--- src/rtl/siti_pkg.sv ---
// shared types and constants for the signed integer to decimal ascii unit
package siti_pkg;

  localparam int VALUE_W    = 64;
  localparam int CHAR_W     = 6;
  localparam int NUM_DIGITS = 19;
  localparam int BCD_W      = 4 * NUM_DIGITS;
  localparam int STEP_W     = $clog2(VALUE_W);
  localparam int REMAIN_W   = $clog2(NUM_DIGITS);

  localparam logic [STEP_W-1:0]   STEP_LAST  = STEP_W'(VALUE_W - 1);
  localparam logic [REMAIN_W-1:0] REMAIN_TOP = REMAIN_W'(NUM_DIGITS - 1);

  localparam logic [CHAR_W-1:0] ASCII_ZERO  = 6'd48;
  localparam logic [CHAR_W-1:0] ASCII_NINE  = 6'd57;
  localparam logic [CHAR_W-1:0] ASCII_MINUS = 6'd45;

  localparam logic [3:0] DIGIT_ADJ_MIN = 4'd5;
  localparam logic [3:0] DIGIT_ADJ     = 4'd3;

  typedef struct packed {
    logic               negative;
    logic [VALUE_W-1:0] magnitude;
  } item_t;

  typedef enum logic [2:0] {
    ST_IDLE,
    ST_CONV,
    ST_SKIP,
    ST_SIGN,
    ST_DIGIT
  } back_state_t;

endpackage

--- src/rtl/siti_front.sv ---
// front stage: accepts an integer, splits it into sign and unsigned magnitude
module siti_front import siti_pkg::*; (
  input  logic               clk,
  input  logic               rst,
  input  logic               push,
  input  logic [VALUE_W-1:0] value,
  output logic               full,
  output logic               q_push,
  output item_t              q_item,
  input  logic               q_full
);

  logic               held;
  item_t              item;
  logic               accept;
  logic [VALUE_W-1:0] raw;

  assign raw    = value;
  assign full   = held && q_full;
  assign accept = push && !full;
  assign q_push = held;
  assign q_item = item;

  always_ff @(posedge clk) begin
    if (rst) begin
      held <= 1'b0;
    end else if (accept) begin
      held <= 1'b1;
    end else if (!q_full) begin
      held <= 1'b0;
    end
  end

  // magnitude taken as unsigned, so the most negative value stays exact
  always_ff @(posedge clk) begin
    if (accept) begin
      item.negative  <= raw[VALUE_W-1];
      item.magnitude <= raw[VALUE_W-1] ? (VALUE_W'(0) - raw) : raw;
    end
  end

endmodule

--- src/rtl/siti_queue.sv ---
// short queue of classified items between front and back
module siti_queue import siti_pkg::*; #(
  parameter int DEPTH = 2
) (
  input  logic  clk,
  input  logic  rst,
  input  logic  push,
  input  item_t item_in,
  output logic  full,
  input  logic  pop,
  output item_t item_out,
  output logic  empty
);

  localparam int PTR_W = (DEPTH > 1) ? $clog2(DEPTH) : 1;
  localparam int CNT_W = $clog2(DEPTH + 1);
  localparam logic [PTR_W-1:0] PTR_LAST = PTR_W'(DEPTH - 1);
  localparam logic [CNT_W-1:0] CNT_FULL = CNT_W'(DEPTH);

  item_t            slots [DEPTH];
  logic [PTR_W-1:0] wr_ptr;
  logic [PTR_W-1:0] rd_ptr;
  logic [CNT_W-1:0] count;
  logic             do_push;
  logic             do_pop;

  assign full     = (count == CNT_FULL);
  assign empty    = (count == '0);
  assign do_push  = push && !full;
  assign do_pop   = pop && !empty;
  assign item_out = slots[rd_ptr];

  always_ff @(posedge clk) begin
    if (rst) begin
      wr_ptr <= '0;
      rd_ptr <= '0;
      count  <= '0;
    end else begin
      if (do_push) begin
        wr_ptr <= (wr_ptr == PTR_LAST) ? '0 : wr_ptr + 1'b1;
      end
      if (do_pop) begin
        rd_ptr <= (rd_ptr == PTR_LAST) ? '0 : rd_ptr + 1'b1;
      end
      if (do_push && !do_pop) begin
        count <= count + 1'b1;
      end else if (do_pop && !do_push) begin
        count <= count - 1'b1;
      end
    end
  end

  always_ff @(posedge clk) begin
    if (do_push) begin
      slots[wr_ptr] <= item_in;
    end
  end

  a_count_bound: assert property (@(posedge clk) disable iff (rst)
    count <= CNT_FULL)
    else $error("queue count beyond depth");

  a_count_grow: assert property (@(posedge clk) disable iff (rst)
    (do_push && !do_pop) |=> (count == $past(count) + 1'b1))
    else $error("queue count did not grow on push");

endmodule

--- src/rtl/siti_back.sv ---
// back stage: serial binary to bcd conversion and character emission
module siti_back import siti_pkg::*; (
  input  logic              clk,
  input  logic              rst,
  input  logic              q_empty,
  input  item_t             q_item,
  output logic              q_pop,
  output logic              empty,
  input  logic              pop,
  output logic [CHAR_W-1:0] character,
  output logic              last_char
);

  back_state_t         state;
  back_state_t         state_next;
  logic [BCD_W-1:0]    bcd;
  logic [VALUE_W-1:0]  bin;
  logic [STEP_W-1:0]   step;
  logic [REMAIN_W-1:0] remain;
  logic                negative;
  logic [3:0]          top;
  logic                take;
  logic [BCD_W-1:0]    bcd_adj;

  assign top  = bcd[BCD_W-1 -: 4];
  assign take = pop && !empty;

  // add three to every digit of five or more before the shift
  always_comb begin
    for (int d = 0; d < NUM_DIGITS; d++) begin
      bcd_adj[4*d +: 4] = (bcd[4*d +: 4] >= DIGIT_ADJ_MIN) ?
                          bcd[4*d +: 4] + DIGIT_ADJ : bcd[4*d +: 4];
    end
  end

  always_comb begin
    state_next = state;
    case (state)
      ST_IDLE:  if (!q_empty) state_next = ST_CONV;
      ST_CONV:  if (step == STEP_LAST) state_next = ST_SKIP;
      ST_SKIP: begin
        if (top != 4'd0 || remain == '0) begin
          state_next = negative ? ST_SIGN : ST_DIGIT;
        end
      end
      ST_SIGN:  if (take) state_next = ST_DIGIT;
      ST_DIGIT: if (take && remain == '0) state_next = ST_IDLE;
      default:  state_next = ST_IDLE;
    endcase
  end

  always_comb begin
    q_pop     = (state == ST_IDLE) && !q_empty;
    empty     = !((state == ST_SIGN) || (state == ST_DIGIT));
    character = (state == ST_SIGN) ? ASCII_MINUS : ASCII_ZERO + {2'b00, top};
    last_char = (state == ST_DIGIT) && (remain == '0);
  end

  always_ff @(posedge clk) begin
    if (rst) begin
      state <= ST_IDLE;
    end else begin
      state <= state_next;
    end
  end

  always_ff @(posedge clk) begin
    case (state)
      ST_IDLE: begin
        if (q_pop) begin
          bin      <= q_item.magnitude;
          negative <= q_item.negative;
          bcd      <= '0;
          step     <= '0;
          remain   <= REMAIN_TOP;
        end
      end
      ST_CONV: begin
        {bcd, bin} <= {bcd_adj[BCD_W-2:0], bin, 1'b0};
        step       <= step + 1'b1;
      end
      ST_SKIP: begin
        if (top == 4'd0 && remain != '0) begin
          bcd    <= {bcd[BCD_W-5:0], 4'd0};
          remain <= remain - 1'b1;
        end
      end
      ST_DIGIT: begin
        if (take && remain != '0) begin
          bcd    <= {bcd[BCD_W-5:0], 4'd0};
          remain <= remain - 1'b1;
        end
      end
      default: begin
      end
    endcase
  end

  a_char_range: assert property (@(posedge clk) disable iff (rst)
    !empty |-> (character == ASCII_MINUS ||
                (character >= ASCII_ZERO && character <= ASCII_NINE)))
    else $error("character out of range");

  a_run_unbroken: assert property (@(posedge clk) disable iff (rst)
    (take && !last_char) |=> !empty)
    else $error("gap inside a number's text");

  a_sign_not_last: assert property (@(posedge clk) disable iff (rst)
    (!empty && state == ST_SIGN) |-> !last_char)
    else $error("minus sign flagged as last");

endmodule

--- src/rtl/signed_int_to_decimal_ascii_unit.sv ---
// top level of the signed integer to decimal ascii unit
// Converts one signed 64-bit integer per item into its decimal text, one ASCII
// character per result, most significant first, with a leading minus sign for
// negative values; zero gives a single '0' and the final character of each
// number carries last_char. The most negative value is written in full (20
// characters). A front stage takes the item and forms sign and unsigned
// magnitude, a short queue of QUEUE_DEPTH items holds them, and a back stage
// converts by bit-serial shift-and-add-three (one bit per cycle) and then
// emits: for each number it loads the item, converts all 64 magnitude bits,
// skips leading zeros, then sends the minus sign when negative and the
// digits. Input items keep flowing into the queue while the back stage
// works, so push sees full only when the queue and the front register are
// both occupied. No state is kept between numbers.
module signed_int_to_decimal_ascii_unit import siti_pkg::*; #(
  parameter int QUEUE_DEPTH = 2
) (
  input  logic               clk,
  input  logic               rst,
  // input side
  input  logic               push,
  input  logic [VALUE_W-1:0] value,
  output logic               full,
  // result side
  output logic               empty,
  input  logic               pop,
  output logic [CHAR_W-1:0]  character,
  output logic               last_char
);

  // front to queue
  logic  f_push;
  item_t f_item;
  logic  f_full;
  // queue to back
  item_t b_item;
  logic  b_empty;
  logic  b_pop;

  // sign split and magnitude register
  siti_front u_front (
    .clk    (clk),
    .rst    (rst),
    .push   (push),
    .value  (value),
    .full   (full),
    .q_push (f_push),
    .q_item (f_item),
    .q_full (f_full)
  );

  // decouples the input side from the long conversion
  siti_queue #(
    .DEPTH (QUEUE_DEPTH)
  ) u_queue (
    .clk      (clk),
    .rst      (rst),
    .push     (f_push),
    .item_in  (f_item),
    .full     (f_full),
    .pop      (b_pop),
    .item_out (b_item),
    .empty    (b_empty)
  );

  // bcd conversion, leading zero skip, character output
  siti_back u_back (
    .clk       (clk),
    .rst       (rst),
    .q_empty   (b_empty),
    .q_item    (b_item),
    .q_pop     (b_pop),
    .empty     (empty),
    .pop       (pop),
    .character (character),
    .last_char (last_char)
  );

endmodule

--- config.mk ---
export PLATFORM = sky130hd
export DESIGN_NAME = signed_int_to_decimal_ascii_unit
export DESIGN_NICKNAME = d
export VERILOG_FILES = /design/src/rtl/siti_pkg.sv /design/src/rtl/siti_front.sv /design/src/rtl/siti_queue.sv /design/src/rtl/siti_back.sv /design/src/rtl/signed_int_to_decimal_ascii_unit.sv
export SDC_FILE = /design/constraint.sdc
export NUM_CORES = 1
export LEC_CHECK = 0
export ABC_AREA = 1
export BUFFER_PORTS_ARGS = -buffer_cell sky130_fd_sc_hd__clkbuf_2
export CAP_MARGIN = 20
export CORE_MARGIN = 2
export CORE_UTILIZATION = 44
export CTS_CLUSTER_SIZE = 20
export DETAILED_ROUTE_END_ITERATION = 7
export GPL_ROUTABILITY_DRIVEN = 0
export HOLD_SLACK_MARGIN = 0.12
export MAX_ROUTING_LAYER = met4
export PLACE_DENSITY = 0.68
export SYNTH_ARGS = -nofsm -noshare
export SYNTH_HDL_FRONTEND = slang
export SYNTH_SLANG_ARGS = --single-unit
--- constraint.sdc ---
create_clock -name clk -period 8.31 [get_ports clk]
set_input_delay 2.0775 -clock clk [delete_from_list [all_inputs] [get_ports clk]]
set_output_delay 2.0775 -clock clk [all_outputs]
set_load 0.02 [all_outputs]
==> metrics <==
GRT Overall Usage=18.0%; Initial Utilization=44.3%; post-DR vias/cell=5.13; chip height=204 µm; largest net degree at the start of global routing=129; Routed Antenna Nets=0; Yosys top cell area share=59.5%; Nets=1,997; FF-to-FF setup slack=5270 ps; Die X=204 µm; Mean Syn Cell Area=9.66 µm²; Max-Cap Viols=0; total number of vias=12,500; Yosys warning total=0; post-CTS setup buffers=0; total power=0.00659 W; total global routing overflow=0; number of diodes=0; post-synthesis register bit count=356; per-cell routed wire length=14.7 µm; Hold Crit Class=reg -> reg; post_cts resized=0; power density cells=337 nW/µm²; min cycle time layout=3840 ps; cell taking the most area after synthesis=edfxtp_1; Post-synth EDFFs=347; Yosys cell types=39; Peak VDD IR=0.219 mV; crit path max fanout=4; # H-tree levels=2; Setup Viol. Count Final=0; CP Data Required Time=6230 ps; share of flip-flops with an asynchronous set or reset=0%; area occupied by multi-input gates=5840 µm²; clock root cell=clkbuf_16; dpl hpwl=23,800 µm; Final period util=46.2%; Final Non-Filler Cells=2,435; critical path type=reg -> out; Slew headroom=32.3%; most common flop cell mapped by yosys=edfxtp_1; count leader, synth=nand2_1; mapped cell area=17,500 µm²; CTS tree=yes; reg2reg path depth=5; Area contributors post-synth=edfxtp_1 59%, nand2_1 9.1%, o21ai_0 8.0%; Critical Path AT=1760 ps; final instance area=19,600 µm²; Reg clk slew, reported paths=60 ps; register area share after synthesis=60.5%; placed cell count=2,368; CP Capture Type=output pin; synthesized instance count=1,814; Cells on Worst Hold Path=0; Worst Max-Slew Pin Slew=1020 ps; CTS hold repair buffers=0; TritonCTS buffer count=38; core footprint=39,500 µm²; Max Clk Rate=0.260 GHz; num rows=73; PortBufs=75; Static Leak=7.50 nW; initial antenna violation count=1; Hold Vio Cnt, Final=0; vias in the first global route=12,000; # DRC=0; Pins Over Slew Limit=0; clock sinks=356; syn_nets=1,926; Iteration-0 DRC Markers=1,128; I/O Pins=77; first-pass GRT wire length=58,700 µm; Commonest cells post-synth=426 x nand2_1, 347 x edfxtp_1, 279 x o21ai_0, 220 x inv_1, 185 x nor2_1; Sum Neg Setup Slack=0 ps; die area=41,400 µm²; register area=10,600 µm²; latest clock arrival within the worst-skew pair=530 ps; status=finished clean; Filler cells=3,514; Clock Tree Buf Depth=3; First-pass DRT Iterations=6; DP Area=18,400 µm²; layout cell share with drive strength beyond 1=8.53%; synthesis-to-finish area growth=11.8%; WL final=35,900 µm; Final Skew=14.7 ps; unrepaired setup endpoints after global routing=false; CP startpoint kind=register
-- path summary, 6_finish.rpt --
check / from / to
max reg2reg: u_back.state[0]$_SDFFE_PP0P_ / u_back.bcd[15]$_DFFE_PP_
min reg2reg: u_front.q_item[42]$_DFFE_PP_ / u_queue.slots[1][42]$_DFFE_PP_
max: u_back.remain[0]$_SDFFCE_PP0P_ / last_char
min: u_front.q_item[42]$_DFFE_PP_ / u_queue.slots[1][42]$_DFFE_PP_
-- cells by family (layout without fill, tap and decap cells) --
group | after synthesis | after routing | synth area share, %
AND/OR/NAND/NOR | 700 | 700 | 16.0
adder cells (fa/ha/maj) | 44 | 44 | 3.14
buffers and inverters | 276 | 372 | 6.27
multiplexers | 2 | 2 | 0.129
AO/OA/AOI/OAI | 385 | 385 | 11.4
other | 1 | 1 | 0.0214
XOR/XNOR | 50 | 50 | 2.50
flip-flops | 356 | 356 | 60.5
-- layout by cell type, fill, tap and decap left out, drive strengths merged --
cell and n:
nand2 427, edfxtp 347, o21ai 288, inv 223
nor2 193, clkbuf 120, a21oi 69, nand3 53
ha 44, xor2 30, xnor2 20, o22ai 18
clkinv 17, nand4 12, buf 10, dfxtp 9
o211ai 7, nor3 6, nand3b 4, or2 2
mux2 2, nor3b 2, bufinv 2, a31oi 1
o21bai 1, nor4 1, o21ba 1, conb 1
-- critical path, cell delays in order (launching register included) --
cell and delay (ps):
edfxtp_1 420, inv_1 100, ha_1 150, nand3_1 170, nor2_1 200, clkbuf_2 210
-- state kept, by name (all words and copies together), names as in the netlist, named ones only --
| name | cells |
|---|---|
| u_back.remain | 5 |
| u_queue.count | 2 |
| u_queue.rd_ptr | 1 |
| u_back.step | 6 |
| u_back.bin | 64 |
| u_queue.slots | 130 |
| u_front.q_push | 1 |
| u_back.state | 3 |
| u_front.q_item | 65 |
| u_queue.wr_ptr | 1 |
| u_back.bcd | 76 |
| u_back.negative | 1 |
-- area by class of cell --
type	count	area share, %
Clock buffer	45	4.99
Clock inverter	20	0.926
Inverter	222	4.27
Multi-Input combinational cell	1182	29.8
Sequential cell	356	54.1
Tap cell	525	3.35
Timing Repair Buffer	85	2.47
-- metrics by stage --
step	setup slack [ps]	utilization (%)	hold WS, ps
finish	4470	49.5	438
global route	4350	49.5	455
CTS	4450	49.4	441
detailed placement	4260	46.5	431
global placement	4240	46.5	423
floorplan	264	-	421
-- where the power goes --
| group | switching [W] | internal [W] | total [W] | leakage (nW) |
|---|---|---|---|---|
| Combinational | 0.00135 | 0.000559 | 0.00190 | 3.54 |
| Clock | 0.000674 | 0.000908 | 0.00158 | 0.566 |
| Sequential | 0.000282 | 0.00282 | 0.00310 | 3.39 |
-- layer usage --
layer,track usage [%],share of wire (%),vias up
li1,-,-,6265
met1,23.3,45,5836
met2,29.3,46,324
met3,2.67,5.5,67
met4,6.02,2.9,0
met5,-,0,-
Note: power is estimated with default switching activity, not from simulation.
